`src/rtl/m65_pkg.sv`:
```
//------------------------------------------------------------------------------
// m65_pkg
// Shared types and constants of the 6502 load/add executor.
//------------------------------------------------------------------------------
`timescale 1ns / 1ps

package m65_pkg;

    localparam int MEM_ADDR_BITS_DEF = 16;

    localparam logic [1:0] CMD_WRITE = 2'd0;
    localparam logic [1:0] CMD_EXEC  = 2'd1;
    localparam logic [1:0] CMD_READ  = 2'd2;

    localparam logic [7:0] OP_LDA_IMM = 8'hA9;
    localparam logic [7:0] OP_LDA_ZP  = 8'hA5;
    localparam logic [7:0] OP_LDA_ZPX = 8'hB5;
    localparam logic [7:0] OP_LDA_ABS = 8'hAD;
    localparam logic [7:0] OP_LDA_ABX = 8'hBD;
    localparam logic [7:0] OP_LDA_ABY = 8'hB9;
    localparam logic [7:0] OP_LDA_INX = 8'hA1;
    localparam logic [7:0] OP_LDA_INY = 8'hB1;
    localparam logic [7:0] OP_LDX_IMM = 8'hA2;
    localparam logic [7:0] OP_LDX_ZP  = 8'hA6;
    localparam logic [7:0] OP_LDX_ABS = 8'hAE;
    localparam logic [7:0] OP_ADC_IMM = 8'h69;
    localparam logic [7:0] OP_ADC_ZP  = 8'h65;
    localparam logic [7:0] OP_ADC_ABS = 8'h6D;

    localparam logic [0:0] CFG_START = 1'b0;
    localparam logic [0:0] CFG_INDEX_Y = 1'b1;

    // memory address source select
    localparam logic [2:0] AS_PC   = 3'd0;
    localparam logic [2:0] AS_IN   = 3'd1;
    localparam logic [2:0] AS_ZP   = 3'd2;  // tmp low byte, page zero
    localparam logic [2:0] AS_ZP1  = 3'd3;  // tmp low byte + 1, page zero
    localparam logic [2:0] AS_EA   = 3'd4;  // tmp word

    // command from controller to datapath
    typedef struct packed {
        logic       mem_rd;
        logic       mem_wr;
        logic [2:0] addr_sel;
        logic       pc_inc;
        logic       op_load;    // registered read data -> opcode
        logic       lo_load;    // read data -> tmp low
        logic       hi_load;    // read data -> tmp high
        logic       lo_add_x;   // tmp low += x (zero page)
        logic       ea_add_x;   // tmp word += x
        logic       ea_add_y;   // tmp word += y
        logic       exec_wb;    // apply instruction to registers
        logic       rd_cap;     // capture read data for read command
        logic       out_load;   // build result
        logic [2:0] cyc;
        logic       err;
        logic       is_read;
    } m65_cmd_t;

    typedef struct packed {
        logic [7:0] opcode;
        logic       page_x;     // last indexed add crossed a page
    } m65_stat_t;

endpackage

```
`src/rtl/m65_ctrl.sv`:
```
//------------------------------------------------------------------------------
// m65_ctrl
// Sequencer: one memory access per step, then result handoff.
//------------------------------------------------------------------------------
`timescale 1ns / 1ps

module m65_ctrl
    import m65_pkg::*;
(
    input  logic       aclk,
    input  logic       aresetn,
    input  logic       in_valid,
    output logic       in_ready,
    input  logic [1:0] in_cmd,
    output logic       out_valid,
    input  logic       out_ready,
    input  m65_stat_t  stat,
    output m65_cmd_t   cmd
);

    localparam logic [3:0] S_IDLE  = 4'd0;
    localparam logic [3:0] S_RDW   = 4'd1;  // read command data returns
    localparam logic [3:0] S_OP    = 4'd2;  // opcode returns
    localparam logic [3:0] S_B1    = 4'd3;  // first operand returns, decode
    localparam logic [3:0] S_B2    = 4'd4;  // issue second operand read
    localparam logic [3:0] S_B2W   = 4'd5;  // second operand returns
    localparam logic [3:0] S_ZPX   = 4'd6;  // zero page index add
    localparam logic [3:0] S_ZRD   = 4'd7;  // issue zero page read
    localparam logic [3:0] S_PLO   = 4'd8;  // pointer low returns
    localparam logic [3:0] S_PHI   = 4'd9;  // pointer high returns
    localparam logic [3:0] S_IDX   = 4'd10; // indexed add on word
    localparam logic [3:0] S_DRD   = 4'd11; // issue data read at word
    localparam logic [3:0] S_DAT   = 4'd12; // data byte returns
    localparam logic [3:0] S_DONE  = 4'd13; // build result
    localparam logic [3:0] S_OUT   = 4'd14;

    logic [3:0] state_reg, state_next;
    logic [2:0] cyc_reg, cyc_next;
    logic       err_reg, err_next;
    logic       rd_reg, rd_next;
    logic [7:0] op;
    logic       op_ind;
    logic       op_abi;

    assign op = stat.opcode;
    assign op_ind = (op == OP_LDA_INX) || (op == OP_LDA_INY);
    assign op_abi = (op == OP_LDA_ABX) || (op == OP_LDA_ABY);
    assign in_ready  = (state_reg == S_IDLE);
    assign out_valid = (state_reg == S_OUT);

    always_comb begin
        state_next = state_reg;
        cyc_next = cyc_reg;
        err_next = err_reg;
        rd_next = rd_reg;
        cmd = '0;
        cmd.addr_sel = AS_PC;
        cmd.cyc = cyc_reg;
        cmd.err = err_reg;
        cmd.is_read = rd_reg;
        unique case (state_reg)
            S_IDLE: begin
                if (in_valid) begin
                    cyc_next = 3'd0; err_next = 1'b0; rd_next = 1'b0;
                    unique case (in_cmd)
                        CMD_WRITE: begin
                            cmd.mem_wr = 1'b1; cmd.addr_sel = AS_IN;
                            state_next = S_DONE;
                        end
                        CMD_EXEC: begin
                            cmd.mem_rd = 1'b1; cmd.pc_inc = 1'b1;
                            state_next = S_OP;
                        end
                        CMD_READ: begin
                            cmd.mem_rd = 1'b1; cmd.addr_sel = AS_IN;
                            rd_next = 1'b1; state_next = S_RDW;
                        end
                        default: state_next = S_DONE;
                    endcase
                end
            end
            S_RDW: begin
                cmd.rd_cap = 1'b1; state_next = S_DONE;
            end
            S_OP: begin
                // read the byte after the opcode; pc moves only once decoded
                cmd.op_load = 1'b1; cmd.mem_rd = 1'b1;
                state_next = S_B1;
            end
            S_B1: begin
                unique case (op) inside
                    OP_LDA_IMM, OP_LDX_IMM, OP_ADC_IMM: begin
                        cmd.pc_inc = 1'b1; cmd.exec_wb = 1'b1;
                        cyc_next = 3'd2; state_next = S_DONE;
                    end
                    OP_LDA_ZP, OP_LDX_ZP, OP_ADC_ZP: begin
                        cmd.pc_inc = 1'b1; cmd.lo_load = 1'b1;
                        cyc_next = 3'd3; state_next = S_ZRD;
                    end
                    OP_LDA_ZPX: begin
                        cmd.pc_inc = 1'b1; cmd.lo_load = 1'b1;
                        cyc_next = 3'd4; state_next = S_ZPX;
                    end
                    OP_LDA_INX: begin
                        cmd.pc_inc = 1'b1; cmd.lo_load = 1'b1;
                        cyc_next = 3'd6; state_next = S_ZPX;
                    end
                    OP_LDA_INY: begin
                        cmd.pc_inc = 1'b1; cmd.lo_load = 1'b1;
                        cyc_next = 3'd5; state_next = S_ZRD;
                    end
                    OP_LDA_ABS, OP_LDX_ABS, OP_ADC_ABS, OP_LDA_ABX, OP_LDA_ABY: begin
                        cmd.pc_inc = 1'b1; cmd.lo_load = 1'b1;
                        cyc_next = 3'd4; state_next = S_B2;
                    end
                    default: begin
                        // unknown opcode: pc already past the opcode byte only
                        err_next = 1'b1; state_next = S_DONE;
                    end
                endcase
            end
            S_B2: begin
                cmd.mem_rd = 1'b1; cmd.pc_inc = 1'b1;
                state_next = S_B2W;
            end
            S_B2W: begin
                cmd.hi_load = 1'b1;
                state_next = op_abi ? S_IDX : S_DRD;
            end
            S_ZPX: begin
                cmd.lo_add_x = 1'b1; state_next = S_ZRD;
            end
            S_ZRD: begin
                cmd.mem_rd = 1'b1; cmd.addr_sel = AS_ZP;
                state_next = op_ind ? S_PLO : S_DAT;
            end
            S_PLO: begin
                // pointer low lands in tmp low after the high byte read is issued
                cmd.mem_rd = 1'b1; cmd.addr_sel = AS_ZP1; cmd.lo_load = 1'b1;
                state_next = S_PHI;
            end
            S_PHI: begin
                cmd.hi_load = 1'b1;
                state_next = (op == OP_LDA_INY) ? S_IDX : S_DRD;
            end
            S_IDX: begin
                cmd.ea_add_x = (op == OP_LDA_ABX);
                cmd.ea_add_y = (op != OP_LDA_ABX);
                state_next = S_DRD;
            end
            S_DRD: begin
                cmd.mem_rd = 1'b1; cmd.addr_sel = AS_EA;
                state_next = S_DAT;
            end
            S_DAT: begin
                cmd.exec_wb = 1'b1; state_next = S_DONE;
                if (op_abi || op == OP_LDA_INY)
                    cyc_next = cyc_reg + {2'd0, stat.page_x};
            end
            S_DONE: begin
                cmd.out_load = 1'b1; state_next = S_OUT;
            end
            S_OUT: begin
                if (out_ready) state_next = S_IDLE;
            end
            default: state_next = S_IDLE;
        endcase
    end

    always_ff @(posedge aclk) begin
        if (!aresetn) begin
            state_reg <= S_IDLE;
            cyc_reg <= 3'd0;
            err_reg <= 1'b0;
            rd_reg <= 1'b0;
        end else begin
            state_reg <= state_next;
            cyc_reg <= cyc_next;
            err_reg <= err_next;
            rd_reg <= rd_next;
        end
    end

endmodule

```
`config.mk`:
```
export PLATFORM = sky130hd
export DESIGN_NAME = m65_ctrl
export DESIGN_NICKNAME = d
export VERILOG_FILES = /design/src/rtl/m65_pkg.sv /design/src/rtl/m65_ctrl.sv
export SDC_FILE = /design/constraint.sdc
export NUM_CORES = 1
export LEC_CHECK = 0
export BUFFER_PORTS_ARGS = -buffer_cell sky130_fd_sc_hd__buf_2
export CELL_PAD_IN_SITES_DETAIL_PLACEMENT = 0
export CELL_PAD_IN_SITES_GLOBAL_PLACEMENT = 1
export CORE_MARGIN = 5
export CORE_UTILIZATION = 34
export CTS_BUF_LIST = sky130_fd_sc_hd__clkbuf_2
export CTS_CLUSTER_SIZE = 14
export DETAILED_ROUTE_END_ITERATION = 16
export PLACE_DENSITY = 0.88
export SLEW_MARGIN = 10
export SYNTH_ARGS = -nofsm -noshare
export SYNTH_HDL_FRONTEND = slang
export SYNTH_SLANG_ARGS = --single-unit
```
`constraint.sdc`:
```
create_clock -name aclk -period 2 [get_ports aclk]
set_clock_uncertainty 0.2 [all_clocks]
set_input_delay 0.3 -clock aclk [delete_from_list [all_inputs] [get_ports aclk]]
set_output_delay 0.3 -clock aclk [all_outputs]
set_load 0.1 [all_outputs]
```
==> results.py, run 1 <==
metrics = {
    "cells_and_area": {
        "fillers": 271,
        "ff_latch_area_um2": 195,
        "areaGrowthSynthToFinish_pct": 93.2,
        "n_antenna_cell": 0,
        "fin_nets": 265,
        "multi_input_area_um2": 1230,
        "drive_gt1_share_pct": 59.3,
        "largest_reg_flops": 4,
    },
    "clock_tree": {
        "clock_latency_ns": 0.27,
        "cts-root-buf": "clkbuf_2",
        "clk_pin_slew_ns": 0.10,
        "cts_buffers": 3,
        "cts_tree": "yes",
        "cts_buffer_depth": 2,
        "clock-sinks": 9,
        "hold_buffers": 0,
        "cts.htree.levels": 1,
    },
    "die": {
        "ioPinCount": 37,
        "die_w_um": 69.8,
        "dieHeight_um": 69.8,
        "initial_core_util_pct": 35.9,
        "dieArea_um2": 4880,
        "coreArea_um2": 3390,
        "num_rows": 21,
    },
    "timing": {
        "tns_ns": -0.308,
        "hold_viol": 0,
        "period_minus_slack_ns": 2.10,
        "tightest_slew_ns": 0.486,
        "slew_viol_final": 0,
        "fin_crit_sh_pct": 105,
        "max_freq_mhz": 476,
        "rsz0062_at_grt": "yes",
        "worst_slack_ns": -0.103,
        "hold_ws_ns": 0.141,
        "setup_viol": 7,
        "maxSlewHeadroom_pct": 67.8,
    },
    "synth": {
        "synthesis.area_um2": 1220,
        "synth-edff-count": 0,
        "ys_top_cells_by_area": "dfxtp_1 15%, o21ai_0 6.6%, ha_1 6.2%, nand2_1 5.9%, nor2_1 3.4%",
        "syn_area_per_cell_um2": 7.16,
        "yosysTopAreaCell": "dfxtp_1",
        "yosys_warnings": 0,
        "synth_flop_cell": "dfxtp_1",
        "synth_cell_types": 55,
        "yosysMostFrequentCell": "nand2_1",
        "syn_nets": 191,
        "synth-seq-cells": 9,
        "synth_async_sr_flop_share_pct": 0,
        "synthCells": 170,
        "synth_top_area_share_pct": 14.8,
        "synth_common_cells": "19 x nand2_1, 16 x o21ai_0, 11 x nor2_1",
        "yosysSeqAreaShare_pct": 14.8,
    },
    "drt": {
        "ant_nets": 0,
        "via_per_inst": 5.39,
        "drtIter0Drc": 99,
        "drc": 0,
        "wl_mm": 4.27,
        "dr.pass1.iters": 4,
        "wl_per_cell_um": 14.8,
        "vias": 1559,
    },
    "critical_path": {
        "max_stage_delay_ns": 0.37,
        "cp-start-kind": "flop",
        "worstPathCellList": "or2b_4 > or2_4 > nor2_2 > and3_4 > buf_12",
        "crit_required_ns": 1.50,
        "arrival_ns": 1.60,
        "cp_slowest_cell": "dfxtp_4",
        "cp_max_fo": 4,
        "path_class": "flop to primary output",
        "cp-end-kind": "primary output",
    },
    "run_status": {
        "outcome": "finished with violations",
        "violations": "negative setup slack",
    },
    "power": {
        "power_density_nw_per_um2": 1350,
        "leakage_nw": 0.970,
        "ir_worst_vdd_uv": 826,
    },
    "grt": {
        "grt_pass1_vias": 1582,
        "use_met3_pct": 2.32,
        "grtUsageMet2_pct": 31.6,
        "grt_pass1_wl_mm": 7.32,
        "antenna_found_initial": 0,
        "grt.overflow.total": 0,
        "grtUsageMet1_pct": 21.9,
        "top_usage_layer": "met2",
        "grt_max_degree": 16,
        "grt_usage_pct": 17.5,
    },
    "placement": {
        "gp_congestion": 0.953,
        "dp_hpwl_mm": 3.24,
        "numPortBuffers": 36,
    },
    "flow_run": {
        "maxCapViolCount": 0,
    },
    "worst_hold_path": {
        "hold_path.class": "primary input to flop",
    },
}
-- layer usage --
metal	share of wire (%)	vias up	wire length [µm]
met5	0	-	0
met4	0.49	0	21
met3	4.4	3	189
met2	54	33	2330
met1	41	742	1730
li1	-	781	-
-- repair_timing --
action | CTS | global route
setup buffers | 5 | 8
gates resized for setup | 17 | 23
hold endpoints to repair | 0 | 0
pin swaps | 7 | 11
gates cloned | 0 | 0
setup endpoints to repair | 13 | 13
-- power breakdown --
group          internal (mW)  switching [mW]  total, mW
Clock                 0.0530          0.0754      0.128
Combinational           1.10            1.63       2.72
Sequential             0.243          0.0885      0.331
-- final timing paths --
path	startpoint	depth (start not counted)	slack, ns	to
worst max-delay path	state_reg[1]$_SDFFE_PN0P_	5	-0.10	cmd[9]
worst min-delay path	aresetn	3	0.14	err_reg$_SDFFE_PN0P_
worst max register to register	state_reg[1]$_SDFFE_PN0P_	7	0.07	state_reg[3]$_SDFFE_PN0P_
worst min register to register	rd_reg$_SDFFE_PN0P_	2	0.27	rd_reg$_SDFFE_PN0P_
-- worst max-delay path: cells and delay by family, from the launching register on --
| family | cells | cell delay (ns) |
|---|---|---|
| buffers and inverters | 1 | 0.17 |
| DFF | 1 | 0.37 |
| and+or+nand+nor | 4 | 0.80 |
-- stage by stage --
stage               instances  worst slack (ns)  utilization [%]  total power, mW  area, µm²
finish                    289            -0.103             69.4             3.18       2350
global route              289            -0.159             69.4             3.35       2350
CTS                       281            -0.117             65.1             3.08       2210
detailed placement        272            -0.107             60.9             2.80       2070
global placement          272           -0.0532             60.9             2.77       2070
floorplan                 170            -0.597                -             2.05       1420
-- cell usage in the layout (no fill, tap or decap), types with 5 or more instances in the layout --
cell	count
buf_4	39
buf_12	17
buf_2	16
nand2_1	15
o21ai_0	11
buf_6	7
a21oi_1	6
nor2_4	5
nor2_1	5
nand3b_1	5
nor3_1	5
nand3_1	5
ha_1	5
dfxtp_1	5
-- cells by family after synthesis --
group,count (synthesis),synth area share [%]
simple gates,80,38.0
compound gates,52,30.4
buf+inv,19,7.50
flops,9,14.8
fa+ha+maj,6,6.17
xor+xnor,2,1.44
mux,2,1.64
-- cell type report --
type / count / area share, %
flip-flops and latches: 9 / 8.30
inverters: 7 / 1.12
repair buffers: 81 / 34.9
multi-input cells: 142 / 52.3
well taps: 46 / 2.45
clock buffers: 4 / 0.851
(Power assumes the default switching activity.)
==> run 2, diff against run 1 <==
--- a/config.mk
+++ b/config.mk
@@ -9,11 +9,12 @@
 export CELL_PAD_IN_SITES_DETAIL_PLACEMENT = 0
 export CELL_PAD_IN_SITES_GLOBAL_PLACEMENT = 1
 export CORE_MARGIN = 5
-export CORE_UTILIZATION = 34
+export CORE_UTILIZATION = 35
 export CTS_BUF_LIST = sky130_fd_sc_hd__clkbuf_2
 export CTS_CLUSTER_SIZE = 14
 export DETAILED_ROUTE_END_ITERATION = 16
-export PLACE_DENSITY = 0.88
+export PLACE_DENSITY = 0.9
+export REMOVE_ABC_BUFFERS = 1
 export SLEW_MARGIN = 10
 export SYNTH_ARGS = -nofsm -noshare
 export SYNTH_HDL_FRONTEND = slang
==> run 2 against run 1 <==
The flow still finishes with violations (negative setup slack). Worst hold slack got worse by 0.010 ns. Design area about the same. Sequential share of layout area down 0.11 points. Critical path depth increased by 3. Largest power group unchanged.
==> results.py, run 2 (synthesized netlist as in run 1, its figures left out) <==
metrics = {
    "clock_tree": {
        "cts-root-buf": "clkbuf_2",
        "clk_pin_slew_ns": 0.10,
        "hold_buffers": 0,
        "clock_latency_ns": 0.28,
        "cts_buffer_depth": 2,
        "cts.htree.levels": 1,
        "cts_tree": "yes",
        "clock-sinks": 9,
        "cts_buffers": 3,
    },
    "critical_path": {
        "arrival_ns": 1.72,
        "worstPathCellList": "buf_8 > nand4bb_4 > o21a_1 > o21ai_1 > buf_4 > nand4_1 > a21oi_2 > buf_12",
        "cp_slowest_cell": "a21oi_2",
        "crit_buf_inv": 3,
        "max_stage_delay_ns": 0.30,
        "crit_family": "compound AO/OA/AOI/OAI gates",
        "crit_required_ns": 1.50,
        "path_class": "primary input to primary output",
        "cp-end-kind": "primary output",
        "cp_max_fo": 4,
        "cp-start-kind": "primary input",
    },
    "drt": {
        "wl_mm": 5.42,
        "ant_nets": 0,
        "drtIter0Drc": 186,
        "dr.pass1.iters": 5,
        "via_per_inst": 5.83,
        "vias": 1765,
        "wl_per_cell_um": 17.9,
        "drc": 0,
    },
    "worst_hold_path": {
        "hold_path.class": "primary input to flop",
    },
    "cells_and_area": {
        "mostFrequentLayoutCells": "52 x buf_4, 17 x buf_12, 16 x nand2_1, 16 x buf_2, 13 x o21ai_0",
        "areaGrowthSynthToFinish_pct": 93.3,
        "final_util_pct": 70.0,
        "fin_cells": 303,
        "largest_reg_flops": 4,
        "drive_gt1_share_pct": 56.8,
        "multi_input_area_um2": 1120,
        "fillers": 258,
        "fin_nets": 279,
        "fin_area_um2": 2350,
        "ff_latch_area_um2": 193,
        "n_antenna_cell": 0,
        "final_common_cell": "buf_4",
    },
    "run_status": {
        "outcome": "finished with violations",
        "violations": "negative setup slack",
    },
    "timing": {
        "hold_viol": 0,
        "slew_viol_final": 0,
        "setup_viol": 11,
        "maxSlewHeadroom_pct": 68.1,
        "fin_crit_sh_pct": 111,
        "hold_ws_ns": 0.130,
        "max_freq_mhz": 450,
        "period_minus_slack_ns": 2.22,
        "tightest_slew_ns": 0.474,
        "rsz0062_at_grt": "yes",
        "tns_ns": -0.869,
        "worst_slack_ns": -0.224,
    },
    "die": {
        "num_rows": 21,
        "initial_core_util_pct": 36.2,
        "coreArea_um2": 3360,
        "ioPinCount": 37,
        "dieArea_um2": 4760,
        "dieHeight_um": 69.0,
        "die_w_um": 69.0,
    },
    "power": {
        "ir_worst_vdd_uv": 1560,
        "p_total_mw": 3.28,
        "leakage_nw": 1.03,
        "power_density_nw_per_um2": 1390,
    },
    "grt": {
        "antenna_found_initial": 0,
        "grt_usage_pct": 21.0,
        "grt_pass1_wl_mm": 7.65,
        "grt_max_degree": 13,
        "grt.overflow.total": 0,
        "grt_pass1_vias": 1645,
    },
    "flow_run": {
        "maxCapViolCount": 0,
    },
    "placement": {
        "dp_hpwl_mm": 3.29,
        "place_ws_ns": -0.203,
        "placed_cell_area_um2": 2010,
        "gp_congestion": 0.878,
        "numPortBuffers": 36,
        "dp_cells": 288,
    },
}
run 2: path summary, 6_finish.rpt:
path                                   from                        end  slack [ns]  cells after the start
setup reg to reg  state_reg[3]$_SDFFE_PN0P_  state_reg[3]$_SDFFE_PN0P_        0.06                      6
hold reg to reg         rd_reg$_SDFFE_PN0P_        rd_reg$_SDFFE_PN0P_        0.27                      2
hold / removal                      aresetn       err_reg$_SDFFE_PN0P_        0.13                      3
setup / recovery                    stat[1]                    cmd[12]       -0.22                      8
run 2: cell type report:
class	instances	area share, %
clock buffer	4	0.851
inverter	7	1.33
multi-input combinational	142	47.6
sequential	9	8.19
tap	46	2.45
timing repair buffer	95	39.6
run 2: worst register-to-register path: stages (launching register included):
cell,delay (ns)
dfxtp_4,0.43
buf_4,0.17
nand2_1,0.13
o21ai_0,0.43
nor3_1,0.15
a21oi_1,0.19
o2bb2ai_1,0.12
run 2: timing repair:
item                                    4_1_cts  5_1_grt
setup buffers                                 6        5
pin swaps                                    12        6
endpoints found under the hold margin         0        0
endpoints found under the setup margin       16       18
gates resized for setup                      40       23
run 2: report_power, final:
part / total, mW / internal, mW / switching, mW
combinational: 2.84 / 1.15 / 1.69
clock: 0.133 / 0.0529 / 0.0804
sequential: 0.307 / 0.240 / 0.0669
run 2: metal layers:
layer  global-route usage [%]  up-vias  wire [µm]
met4                     5.60        0        225
met2                     35.4       94       2610
li1                         -      809          -
met1                     28.7      844       2230
met3                     1.46       18        355
met5                        0        -          0
